`config.mk`:
```
export PLATFORM = sky130hd
export DESIGN_NAME = waypoint_pid_drive_controller_unit
export DESIGN_NICKNAME = d
export VERILOG_FILES = /design/src/rtl/wpdc_pkg.sv /design/src/rtl/wpdc_mul.sv /design/src/rtl/wpdc_cordic.sv /design/src/rtl/waypoint_pid_drive_controller_unit.sv
export SDC_FILE = /design/constraint.sdc
export NUM_CORES = 2
export LEC_CHECK = 0
export BUFFER_PORTS_ARGS = -buffer_cell sky130_fd_sc_hd__buf_2
export CAP_MARGIN = 0
export CORE_UTILIZATION = 70
export DETAILED_ROUTE_END_ITERATION = 10
export GPL_TIMING_DRIVEN = 0
export MAX_ROUTING_LAYER = met4
export PLACE_DENSITY = 0.88
export SLEW_MARGIN = 30
export SYNTH_ARGS = -nofsm -noshare
export SYNTH_HDL_FRONTEND = slang
export SYNTH_HIERARCHICAL = 1
export SYNTH_SLANG_ARGS = --single-unit
```
`constraint.sdc`:
```
create_clock -name clk -period 16.6 [get_ports clk]
set_input_delay 3.32 -clock clk [delete_from_list [all_inputs] [get_ports clk]]
set_output_delay 3.32 -clock clk [all_outputs]
set_load 0.02 [all_outputs]
```
`src/rtl/wpdc_pkg.sv`:
```
// Shared types, constants and fixed-point helpers for the waypoint drive controller.
`default_nettype none
package wpdc_pkg;

	localparam int CORDIC_STEPS_DEF = 16;
	localparam int CORDIC_STEPS_MAX = 32;

	localparam logic signed [20:0] PI_Q      = 21'sd205887;
	localparam logic signed [21:0] TWO_PI_Q  = 22'sd411775;
	localparam logic signed [17:0] LIN_MAX   = 18'sd45875;
	localparam logic [32:0]        KINV_Q20  = 33'd636751;
	localparam logic [65:0]        PROD_LIM  = 66'h7FFF_FFFF_FFFF;

	localparam logic [2:0] REG_GPA = 3'd0;
	localparam logic [2:0] REG_GIA = 3'd1;
	localparam logic [2:0] REG_GDA = 3'd2;
	localparam logic [2:0] REG_GPL = 3'd3;
	localparam logic [2:0] REG_GIL = 3'd4;
	localparam logic [2:0] REG_GDL = 3'd5;
	localparam logic [2:0] REG_TP  = 3'd6;
	localparam logic [2:0] REG_TR  = 3'd7;

	typedef logic signed [47:0] q48_t;

	function automatic logic signed [20:0] atan_q(input logic [4:0] i);
		logic signed [20:0] r;
		unique case (i)
			5'd0:  r = 21'sd51472;
			5'd1:  r = 21'sd30386;
			5'd2:  r = 21'sd16055;
			5'd3:  r = 21'sd8150;
			5'd4:  r = 21'sd4091;
			5'd5:  r = 21'sd2047;
			5'd6:  r = 21'sd1024;
			5'd7:  r = 21'sd512;
			5'd8:  r = 21'sd256;
			5'd9:  r = 21'sd128;
			5'd10: r = 21'sd64;
			5'd11: r = 21'sd32;
			5'd12: r = 21'sd16;
			5'd13: r = 21'sd8;
			5'd14: r = 21'sd4;
			5'd15: r = 21'sd2;
			5'd16: r = 21'sd1;
			default: r = 21'sd0;
		endcase
		return r;
	endfunction

	// truncate toward zero, saturate to +-(2^47 - 1)
	function automatic q48_t mulq_fix(input logic [81:0] p, input logic neg);
		logic [65:0] r;
		logic [47:0] m;
		r = p[81:16];
		m = (r > PROD_LIM) ? PROD_LIM[47:0] : r[47:0];
		return neg ? -$signed(m) : $signed(m);
	endfunction

	function automatic q48_t sat48(input logic signed [48:0] v);
		q48_t r;
		if (v > 49'sh0_7FFF_FFFF_FFFF) begin
			r = 48'sh7FFF_FFFF_FFFF;
		end else if (v < -49'sh0_8000_0000_0000) begin
			r = 48'sh8000_0000_0000;
		end else begin
			r = v[47:0];
		end
		return r;
	endfunction

endpackage
`default_nettype wire

```
`src/rtl/wpdc_mul.sv`:
```
// Sequential magnitude multiplier, 33 x 49 bits, one 16-bit digit per cycle.
`default_nettype none
module wpdc_mul (
	input  wire logic               clk,
	input  wire logic               arst_n,
	input  wire logic               start,
	input  wire logic signed [32:0] a,
	input  wire logic signed [49:0] b,
	output logic                    done,
	output logic                    neg,
	output logic [81:0]             prod
);
	logic [32:0] ua_q;
	logic [63:0] ub_q;
	logic [81:0] acc_q;
	logic [1:0]  cnt_q;
	logic        busy_q;
	logic        done_q;
	logic        neg_q;
	logic [32:0] amag;
	logic [49:0] bneg;
	logic [48:0] bmag;
	logic [48:0] part;

	assign amag = a[32] ? 33'(-a) : 33'(a);
	assign bneg = 50'(-b);
	assign bmag = b[49] ? bneg[48:0] : b[48:0];
	assign part = ua_q * ub_q[63:48];

	always_ff @(posedge clk or negedge arst_n) begin
		if (!arst_n) begin
			busy_q <= 1'b0;
			done_q <= 1'b0;
			cnt_q  <= '0;
		end else begin
			done_q <= 1'b0;
			if (start) begin
				busy_q <= 1'b1;
				cnt_q  <= '0;
			end else if (busy_q) begin
				cnt_q <= cnt_q + 2'd1;
				if (cnt_q == 2'd3) begin
					busy_q <= 1'b0;
					done_q <= 1'b1;
				end
			end
		end
	end

	always_ff @(posedge clk) begin
		if (start) begin
			ua_q  <= amag;
			ub_q  <= {15'd0, bmag};
			acc_q <= '0;
			neg_q <= a[32] ^ b[49];
		end else if (busy_q) begin
			acc_q <= {acc_q[65:0], 16'd0} + 82'(part);
			ub_q  <= {ub_q[47:0], 16'd0};
		end
	end

	assign done = done_q;
	assign neg  = neg_q;
	assign prod = acc_q;
endmodule
`default_nettype wire

```
`src/rtl/wpdc_cordic.sv`:
```
// Iterative CORDIC vectoring unit: magnitude and angle of a position difference.
`default_nettype none
module wpdc_cordic #(
	parameter int STEPS = wpdc_pkg::CORDIC_STEPS_DEF
) (
	input  wire logic               clk,
	input  wire logic               arst_n,
	input  wire logic               start,
	input  wire logic signed [32:0] ex,
	input  wire logic signed [32:0] ey,
	output logic                    done,
	output logic [43:0]             mag,
	output logic signed [20:0]      ang
);
	localparam int NSTEP = (STEPS > wpdc_pkg::CORDIC_STEPS_MAX) ?
		wpdc_pkg::CORDIC_STEPS_MAX : STEPS;
	localparam int IW = $clog2(NSTEP);

	logic signed [51:0] x_q;
	logic signed [51:0] y_q;
	logic signed [20:0] z_q;
	logic [IW-1:0]      i_q;
	logic               busy_q;
	logic               done_q;
	logic               zero_q;
	logic signed [51:0] dx;
	logic signed [51:0] dy;
	logic signed [51:0] sx;
	logic signed [51:0] sy;
	logic signed [20:0] at;

	assign sx = {{3{ex[32]}}, ex, 16'd0};
	assign sy = {{3{ey[32]}}, ey, 16'd0};
	assign dx = y_q >>> i_q;
	assign dy = x_q >>> i_q;
	assign at = wpdc_pkg::atan_q(5'(i_q));

	always_ff @(posedge clk or negedge arst_n) begin
		if (!arst_n) begin
			busy_q <= 1'b0;
			done_q <= 1'b0;
			i_q    <= '0;
		end else begin
			done_q <= 1'b0;
			if (start) begin
				busy_q <= 1'b1;
				i_q    <= '0;
			end else if (busy_q) begin
				i_q <= i_q + 1'b1;
				if (i_q == IW'(NSTEP - 1)) begin
					busy_q <= 1'b0;
					done_q <= 1'b1;
				end
			end
		end
	end

	always_ff @(posedge clk) begin
		if (start) begin
			zero_q <= (ex == '0) && (ey == '0);
			if (ex[32]) begin
				x_q <= -sx;
				y_q <= -sy;
				z_q <= ey[32] ? -wpdc_pkg::PI_Q : wpdc_pkg::PI_Q;
			end else begin
				x_q <= sx;
				y_q <= sy;
				z_q <= '0;
			end
		end else if (busy_q) begin
			if (!y_q[51]) begin
				x_q <= x_q + dx;
				y_q <= y_q - dy;
				z_q <= z_q + at;
			end else begin
				x_q <= x_q - dx;
				y_q <= y_q + dy;
				z_q <= z_q - at;
			end
		end
	end

	assign done = done_q;
	assign mag  = zero_q ? '0 : x_q[51:8];
	assign ang  = zero_q ? '0 : z_q;
endmodule
`default_nettype wire

```
`src/rtl/waypoint_pid_drive_controller_unit.sv`:
```
// Top level: go-to-goal PID drive controller with shared CORDIC and multiplier.
// Sequence: after the input word is taken, out_valid rises once CORDIC vectoring and then
// 11 multiplies are through; with goal_done it is answered with zero velocities at once.
// A new word is taken only after the last result is loaded into the output register
// (in_stall is high outside idle), so an output stall holds off the next word too.
// Reset: gains clear, tick_period 6554, tick_rate 655360, PID state zero.
`default_nettype none
module waypoint_pid_drive_controller_unit #(
	parameter int CORDIC_STEPS = wpdc_pkg::CORDIC_STEPS_DEF
) (
	input  wire logic               clk,
	input  wire logic               arst_n,
	input  wire logic               cfg_we,
	input  wire logic [2:0]         cfg_index,
	input  wire logic [31:0]        cfg_data,
	input  wire logic               in_valid,
	output logic                    in_stall,
	input  wire logic signed [31:0] goal_x,
	input  wire logic signed [31:0] goal_y,
	input  wire logic signed [31:0] robot_x,
	input  wire logic signed [31:0] robot_y,
	input  wire logic signed [18:0] robot_heading,
	input  wire logic               goal_done,
	output logic                    out_valid,
	input  wire logic               out_stall,
	output logic signed [16:0]      linear_velocity,
	output logic signed [18:0]      angular_velocity
);
	localparam logic [2:0] ST_IDLE   = 3'd0;
	localparam logic [2:0] ST_CORD   = 3'd1;
	localparam logic [2:0] ST_MSTART = 3'd2;
	localparam logic [2:0] ST_MWAIT  = 3'd3;
	localparam logic [2:0] ST_DONE   = 3'd4;

	localparam logic [3:0] OP_DIST  = 4'd0;
	localparam logic [3:0] OP_DI    = 4'd1;
	localparam logic [3:0] OP_HI    = 4'd2;
	localparam logic [3:0] OP_DD    = 4'd3;
	localparam logic [3:0] OP_DH    = 4'd4;
	localparam logic [3:0] OP_ANG_P = 4'd5;
	localparam logic [3:0] OP_ANG_I = 4'd6;
	localparam logic [3:0] OP_ANG_D = 4'd7;
	localparam logic [3:0] OP_LIN_P = 4'd8;
	localparam logic [3:0] OP_LIN_I = 4'd9;
	localparam logic [3:0] OP_LIN_D = 4'd10;

	logic signed [31:0] gpa_q, gia_q, gda_q, gpl_q, gil_q, gdl_q;
	logic [16:0]        tp_q;
	logic [31:0]        tr_q;

	logic signed [33:0] ld_q;
	logic signed [18:0] lh_q;
	wpdc_pkg::q48_t     di_q;
	wpdc_pkg::q48_t     hi_q;

	logic [2:0]         state_q;
	logic [3:0]         op_q;
	logic signed [18:0] head_q;
	logic signed [33:0] dist_q;
	logic signed [18:0] herr_q;
	wpdc_pkg::q48_t     dd_q;
	wpdc_pkg::q48_t     dh_q;
	logic signed [49:0] acc_q;
	logic signed [16:0] lin_res_q;
	logic signed [18:0] ang_res_q;
	logic               out_valid_q;
	logic signed [16:0] lin_out_q;
	logic signed [18:0] ang_out_q;

	logic               accept;
	logic               out_load;
	logic               cord_done;
	logic [43:0]        cord_mag;
	logic signed [20:0] cord_ang;
	logic signed [32:0] ex;
	logic signed [32:0] ey;
	logic               mul_start;
	logic signed [32:0] mul_a;
	logic signed [49:0] mul_b;
	logic               mul_done;
	logic               mul_neg;
	logic [81:0]        mul_p;
	wpdc_pkg::q48_t     mq;
	logic [81:0]        dist_sum;
	logic signed [21:0] herr_raw;
	logic signed [21:0] herr_w;
	logic signed [49:0] acc_next;
	logic signed [34:0] ddiff;
	logic signed [19:0] hdiff;

	assign accept    = in_valid && !in_stall;
	assign in_stall  = (state_q != ST_IDLE);
	assign out_load  = (state_q == ST_DONE) && (!out_valid_q || !out_stall);
	assign ex        = 33'(goal_x) - 33'(robot_x);
	assign ey        = 33'(goal_y) - 33'(robot_y);
	assign mul_start = (state_q == ST_MSTART);
	assign mq        = wpdc_pkg::mulq_fix(mul_p, mul_neg);
	assign dist_sum  = mul_p + 82'd134217728;
	assign herr_raw  = 22'(cord_ang) - 22'(head_q);
	assign ddiff     = 35'(ld_q) - 35'(dist_q);
	assign hdiff     = 20'(lh_q) - 20'(herr_q);
	assign acc_next  = acc_q + 50'(mq);

	always_comb begin
		herr_w = herr_raw;
		if (herr_raw < -22'(wpdc_pkg::PI_Q)) begin
			herr_w = herr_raw + wpdc_pkg::TWO_PI_Q;
		end
		if (herr_w > 22'(wpdc_pkg::PI_Q)) begin
			herr_w = herr_w - wpdc_pkg::TWO_PI_Q;
		end
	end

	always_comb begin
		unique case (op_q)
			OP_DIST:  begin mul_a = wpdc_pkg::KINV_Q20; mul_b = 50'(cord_mag); end
			OP_DI:    begin mul_a = 33'(tp_q); mul_b = 50'(dist_q); end
			OP_HI:    begin mul_a = 33'(tp_q); mul_b = 50'(herr_q); end
			OP_DD:    begin mul_a = 33'(tr_q); mul_b = 50'(ddiff); end
			OP_DH:    begin mul_a = 33'(tr_q); mul_b = 50'(hdiff); end
			OP_ANG_P: begin mul_a = 33'(gpa_q); mul_b = 50'(herr_q); end
			OP_ANG_I: begin mul_a = 33'(gia_q); mul_b = 50'(hi_q); end
			OP_ANG_D: begin mul_a = 33'(gda_q); mul_b = 50'(dh_q); end
			OP_LIN_P: begin mul_a = 33'(gpl_q); mul_b = 50'(dist_q); end
			OP_LIN_I: begin mul_a = 33'(gil_q); mul_b = 50'(di_q); end
			OP_LIN_D: begin mul_a = 33'(gdl_q); mul_b = 50'(dd_q); end
			default:  begin mul_a = '0; mul_b = '0; end
		endcase
	end

	function automatic logic signed [16:0] clamp_lin(input logic signed [49:0] v);
		logic signed [16:0] r;
		if (v > 50'(wpdc_pkg::LIN_MAX)) begin
			r = 17'(wpdc_pkg::LIN_MAX);
		end else if (v < -50'(wpdc_pkg::LIN_MAX)) begin
			r = 17'(-wpdc_pkg::LIN_MAX);
		end else begin
			r = v[16:0];
		end
		return r;
	endfunction

	function automatic logic signed [18:0] clamp_ang(input logic signed [49:0] v);
		logic signed [18:0] r;
		if (v > 50'(wpdc_pkg::PI_Q)) begin
			r = 19'(wpdc_pkg::PI_Q);
		end else if (v < -50'(wpdc_pkg::PI_Q)) begin
			r = 19'(-wpdc_pkg::PI_Q);
		end else begin
			r = v[18:0];
		end
		return r;
	endfunction

	wpdc_cordic #(
		.STEPS(CORDIC_STEPS)
	) u_cordic (
		.clk    (clk),
		.arst_n (arst_n),
		.start  (accept && !goal_done),
		.ex     (ex),
		.ey     (ey),
		.done   (cord_done),
		.mag    (cord_mag),
		.ang    (cord_ang)
	);

	wpdc_mul u_mul (
		.clk    (clk),
		.arst_n (arst_n),
		.start  (mul_start),
		.a      (mul_a),
		.b      (mul_b),
		.done   (mul_done),
		.neg    (mul_neg),
		.prod   (mul_p)
	);

	always_ff @(posedge clk or negedge arst_n) begin
		if (!arst_n) begin
			gpa_q <= '0;
			gia_q <= '0;
			gda_q <= '0;
			gpl_q <= '0;
			gil_q <= '0;
			gdl_q <= '0;
			tp_q  <= 17'd6554;
			tr_q  <= 32'd655360;
		end else if (cfg_we) begin
			unique case (cfg_index)
				wpdc_pkg::REG_GPA: gpa_q <= cfg_data;
				wpdc_pkg::REG_GIA: gia_q <= cfg_data;
				wpdc_pkg::REG_GDA: gda_q <= cfg_data;
				wpdc_pkg::REG_GPL: gpl_q <= cfg_data;
				wpdc_pkg::REG_GIL: gil_q <= cfg_data;
				wpdc_pkg::REG_GDL: gdl_q <= cfg_data;
				wpdc_pkg::REG_TP:  tp_q  <= cfg_data[16:0];
				wpdc_pkg::REG_TR:  tr_q  <= cfg_data;
				default: ;
			endcase
		end
	end

	always_ff @(posedge clk or negedge arst_n) begin
		if (!arst_n) begin
			state_q     <= ST_IDLE;
			op_q        <= OP_DIST;
			out_valid_q <= 1'b0;
			ld_q        <= '0;
			lh_q        <= '0;
			di_q        <= '0;
			hi_q        <= '0;
		end else begin
			if (out_load) begin
				out_valid_q <= 1'b1;
			end else if (out_valid_q && !out_stall) begin
				out_valid_q <= 1'b0;
			end
			unique case (state_q)
				ST_IDLE: begin
					if (accept) begin
						state_q <= goal_done ? ST_DONE : ST_CORD;
					end
				end
				ST_CORD: begin
					if (cord_done) begin
						op_q    <= OP_DIST;
						state_q <= ST_MSTART;
					end
				end
				ST_MSTART: begin
					state_q <= ST_MWAIT;
				end
				ST_MWAIT: begin
					if (mul_done) begin
						if (op_q == OP_DI) begin
							di_q <= wpdc_pkg::sat48(49'(di_q) + 49'(mq));
						end
						if (op_q == OP_HI) begin
							hi_q <= wpdc_pkg::sat48(49'(hi_q) + 49'(mq));
						end
						if (op_q == OP_LIN_D) begin
							ld_q    <= dist_q;
							lh_q    <= herr_q;
							state_q <= ST_DONE;
						end else begin
							op_q    <= op_q + 4'd1;
							state_q <= ST_MSTART;
						end
					end
				end
				ST_DONE: begin
					if (out_load) begin
						state_q <= ST_IDLE;
					end
				end
				default: state_q <= ST_IDLE;
			endcase
		end
	end

	always_ff @(posedge clk) begin
		if (accept) begin
			head_q    <= robot_heading;
			lin_res_q <= '0;
			ang_res_q <= '0;
		end
		if (state_q == ST_CORD && cord_done) begin
			herr_q <= herr_w[18:0];
		end
		if (state_q == ST_MWAIT && mul_done) begin
			unique case (op_q)
				OP_DIST:  dist_q <= dist_sum[61:28];
				OP_DD:    dd_q <= mq;
				OP_DH:    dh_q <= mq;
				OP_ANG_P: acc_q <= 50'(mq);
				OP_ANG_I: acc_q <= acc_next;
				OP_ANG_D: ang_res_q <= clamp_ang(acc_next);
				OP_LIN_P: acc_q <= 50'(mq);
				OP_LIN_I: acc_q <= acc_next;
				OP_LIN_D: lin_res_q <= clamp_lin(acc_next);
				default: ;
			endcase
		end
		if (out_load) begin
			lin_out_q <= lin_res_q;
			ang_out_q <= ang_res_q;
		end
	end

	assign out_valid        = out_valid_q;
	assign linear_velocity  = lin_out_q;
	assign angular_velocity = ang_out_q;
endmodule
`default_nettype wire
```
==> impl_results.md, run 1 <==
* Root buffer cell: clkbuf_16
* Core Rows at about 140
* Register bit count reported by yosys at roughly 1,000
* Area leader, netlist: edfxtp_1
* Cells after synthesis at 10,510
* Run status: stopped before the end
* Num Clock Sinks at 1,004
* Syn nets at ~12,000
* Gr usage total at 64.14%
* Number of input and output port buffers inserted at roughly 220
* Post-CTS Setup Repair Bufs at 0
* Fraction of registers with async set or reset after synthesis at 40.64%
* Number of enable-type register cells in the synthesized netlist at approximately 460
* Number of distinct library cells after synthesis at between 100 and 150
* Inserted Clock Buffers at 107
* Die extent in x at 372.1 um
* Detailed-placement wirelength estimate at 288,800 um
* Main area contributors after synthesis: edfxtp_1 14%, dfrtp_1 10%, fa_1 9.9%
* Final GP Congestion at 1.169
* Boundary pin count at 226
* Share of synthesized area occupied by flip-flops and latches at 27.94%
* CTS max path bufs at 3
* Terminating stage of the flow: global routing (5_1_grt)
* Yosys warnings at 6
* Vertical extent of the die at about 370 um
* Count of cells resized by post-cts repair at 0
* Antenna violations before repair at 57
* Syn avg cell area at a little over 9 um^2
* Starting utilization of the core area at a little over two thirds
* Area of the mapped netlist at between 90,000 and 100,000 um^2
* Prevailing post-synth register cell: edfxtp_1
* Run Error: [ERROR GRT-0232] Routing congestion too high. Check the congestion heatmap in the GUI.
* Top-area cell type share of the netlist area at approximately 14%
* Overall overflow remaining after global route at 62
* Count of hold buffers inserted by post-cts repair at 0
* Pin count of the biggest net entering global routing at just under 90
* Htree depth at 3
[logic make-up after synthesis]
group | Yosys count | synth area share, %
AO/OA/AOI/OAI | 2461 | 17.34
buffers and inverters | 1491 | 6.034
AND/OR/NAND/NOR | 3124 | 15.87
adder cells (fa/ha/maj) | 1106 | 18.01
XOR/XNOR | 688 | 6.331
multiplexers | 631 | 8.478
flip-flops | 1004 | 27.94
[synth_stat cells, drive strengths merged, types with 66 or more instances]
cell,number
nand2,1066
inv,958
nor2,659
a21oi,611
ha,572
o21ai,518
fa,476
edfxtp,463
xnor2,417
clkbuf,400
dfrtp,399
mux2,373
and2,315
xor2,271
a21o,245
nand3,233
mux2i,151
nor3,143
nor2b,139
dfxtp,133
buf,131
a222oi,108
mux4,107
o31ai,106
a211oi,99
and3,98
a31oi,92
nand4,80
nand2b,68
a22oi,66
[metrics by stage]
step	cell area, um^2	setup slack (ps)	utilization (%)	cells
after floorplan	95890	7963	-	10510
after global placement	99230	3824	73.16	12510
after detailed placement	100300	6132	73.94	12560
after CTS	104200	6125	76.79	12760
[metal layers]
layer / GRT usage (%) / overflow
met5: - / -
met4: 49.83 / 19
met3: 39.54 / 5
met2: 83.76 / 34
met1: 68.96 / 4
==> run 2: changes to the inputs <==
CORE_UTILIZATION = 40   (was 70)
MAX_ROUTING_LAYER = not set   (was met4)
PLACE_DENSITY = not set   (was 0.88)
PLACE_DENSITY_LB_ADDON = 0.15   (was not set)
==> run 2 against run 1 <==
Synthesized cell count unchanged. Area after synthesis unchanged. The flow now finishes, with violations (DRC).
==> impl_results.md, run 2 <==
* Run status: finished, violations left
* Violations in the final reports: DRC
* Via count at about 86,000
* Final GP Congestion at 1.021 (-13%)
* Met2 WL at approximately 180,000 um
* Most common cell after layout, fill and taps aside: nand2_1
* CTS max path bufs at 3 (unchanged)
* Die extent in x at 491.6 um (+32%)
* Worst setup SP type: register
* Worst path bufs/invs at 11
* Die Outline Area at 241,700 um^2
* Layout net count at 12,140
* Num Clock Sinks at 1,004 (unchanged)
* Post-CTS Setup Repair Bufs at 0 (unchanged)
* Slowest Stage Delay on Critical Path at 730 ps
* Most repeated library cell on the critical path: buf_2
* Antenna violations before repair at 19
* Worst-Skew Late Latency at 850 ps
* Number of distinct library cells after synthesis at 124 (unchanged)
* Commonest cells after routing, fill and taps aside: 1,063 x nand2_1, 957 x inv_1, 653 x nor2_1
* Routed via count divided by cell count at 6.032
* Root buffer cell: clkbuf_16
* Setup slack after layout at 5616 ps
* Number of enable-type register cells in the synthesized netlist at 463 (unchanged)
* Actual transition at the worst max-transition pin at 1138 ps
* Vias in the first global route at 83,860
* Cell with the largest stage delay on the worst path: buf_1
* Share of the clock period used by the worst path at 66.17%
* P&R area growth vs syn at 11.06%
* Critical path class: register to register
* Core Rows at 179 (+33%)
* Maximum fanout count along the critical path at 10
* Crit path from: u_cordic/i_q[2]
* Uppermost metal layer occupied by signal nets: met5
* Count of endpoints failing hold in the final timing report at 0
* Antenna-violating nets left at 0
* Endpoint required time on the critical path at 17,130 ps
* Register bit count reported by yosys at 1,004 (unchanged)
* Core ar. at roughly 240,000 um^2
* Number of search-and-repair iterations in the first detailed-routing pass at 11
* Area of the mapped netlist at 95,890 um^2 (unchanged)
* Vertical extent of the die at 491.6 um (+32%)
* Met3 wire length at between 20,000 and 30,000 um
* Unrepaired setup endpoints after global routing: no
* Post-route met1 wirelength at between 150,000 and 200,000 um
* Setup-failing EPs final at 0
* Prevailing post-synth register cell: edfxtp_1
* Synth top cells by count: 1,064 x nand2_1, 958 x inv_1, 657 x nor2_1, 609 x a21oi_1, 572 x ha_1
* Detailed router's first-iteration violation count at 8,654
* Cells after synthesis at 10,510 (unchanged)
* Main area contributors after synthesis: edfxtp_1 14%, dfrtp_1 10%, fa_1 9.9%
* Starting utilization of the core area at 40.28% (-30 points)
* Design area at around 110,000 um^2
* Wire length of the first global-routing pass at 566,700 um
* Total detailed-routing wirelength at between 300,000 and 400,000 um
* Fraction of registers with async set or reset after synthesis at 40.64% (unchanged)
* Yosys warnings at 6 (unchanged)
* Clock tree from TritonCTS: built
* Most used standard cell by instance count after synthesis: nand2_1
* Final core area utilization at 44.73%
* Family with the most delay on the worst path: buffers and inverters
* Fraction of final layout cells with drive strength greater than 1 at 11.39%
* Number of input and output port buffers inserted at 222 (unchanged)
* Syn nets at 11,740 (unchanged)
* Setup slack after placement at 5969 ps (-162.6 ps)
* Critical path capture point type: register
* Area leader, netlist: edfxtp_1
* DRC violation count after routing at 16
* Top-area cell type share of the netlist area at 14.50% (unchanged)
* Pin count of the biggest net entering global routing at 81
* Reg clk slew, reported paths at roughly 60 ps
* Area post-placement at 102,200 um^2 (+1.9%)
* Overall overflow remaining after global route at 0
* Gr usage total at a little under a third
* Share of synthesized area occupied by flip-flops and latches at 27.94% (unchanged)
* Average detailed-routed wire length per instance at between 20 and 30 um
* Max-slew violations at 0
* Slew margin rel. at 23.98%
* Hold Path Class: register to register
* Count of hold buffers inserted by post-cts repair at 0 (unchanged)
* Data arrival time of the worst path at approximately 12,000 ps
* Startpoint of the most critical register-to-register path: u_cordic/i_q[2]
* Post-route setup TNS at 0 ps
* Htree depth at 3 (unchanged)
* Boundary pin count at 226 (unchanged)
* Inserted Clock Buffers at 121 (+13%)
* Time the final worst path needs with I/O delays and setup at 10,980 ps
* Syn avg cell area at 9.128 um^2 (unchanged)
* Detailed-placement wirelength estimate at 307,900 um (+6.6%)
* Worst clock skew at 106.6 ps
* Largest register FFs at 82
* Startpoint of the tightest hold check path: ang_res_q[13]
* MaxCap Viol Count at 0
* Count of cells resized by post-cts repair at 0 (unchanged)
* Maximum operating frequency at 0.09104 GHz
run 2: per-stage QoR:
stage | hold slack, ps | std cells
global placement | 419.6 | 13890
CTS | 438.1 | 14180
global route | 451.2 | 14180
detailed placement | 422.8 | 13950
floorplan | 407.9 | 10510
finish | 435.0 | 14190
run 2: metal layers:
metal / track usage, % / vias to the layer above
met1: 41.08 / 42710
met4: 16.17 / 14
met3: 4.764 / 801
li1: - / 38240
met2: 50.67 / 3835
met5: 0 / -
run 2: worst register-to-register path, delay by kind of cell (launching register included):
kind,cells,cell delay [ps]
and+or+nand+nor,6,1270
adders and majority gates,2,490
AOI/OAI and AO/OA,9,3510
buffers and inverters,11,4640
xor gates and xnor gates,1,230
DFF,1,610
run 2: area by class of cell:
type	instances	area, um^2
clock inverters	59	728.2
fillers	23220	131600
inverters	960	3603
clock buffers	173	3492
repair buffers	274	1876
well taps	3167	3963
diodes	11	27.53
plain buffers	531	2231
multi-input cells	8010	63780
flip-flops and latches	1004	26790
run 2: final timing paths:
kind / endpoint / slack, ps / cells past startpoint
min reg2reg: angular_velocity[13] / 440 / 0
max reg2reg: u_cordic/y_q[49] / 5620 / 29
min in group asynchronous: gil_q[29] / 2390 / 1
max in group asynchronous: hi_q[37] / 13000 / 3
min: angular_velocity[13] / 440 / 0
max: u_cordic/y_q[49] / 5620 / 29
run 2: cells by family (layout without fill, tap and decap cells):
group	after synthesis	in the layout	synth area share [%]
adders and majority gates	1106	1106	18.01
and+or+nand+nor	3124	3124	15.87
xor gates and xnor gates	688	688	6.331
DFF	1004	1004	27.94
other	0	11	0
muxes	631	631	8.478
buffers and inverters	1491	1997	6.034
AOI/OAI and AO/OA	2461	2461	17.34
Power of run 2 is left out: the tool's default activity adds up to more than one toggle a clock period on the data nets, which glitch-free logic cannot reach.
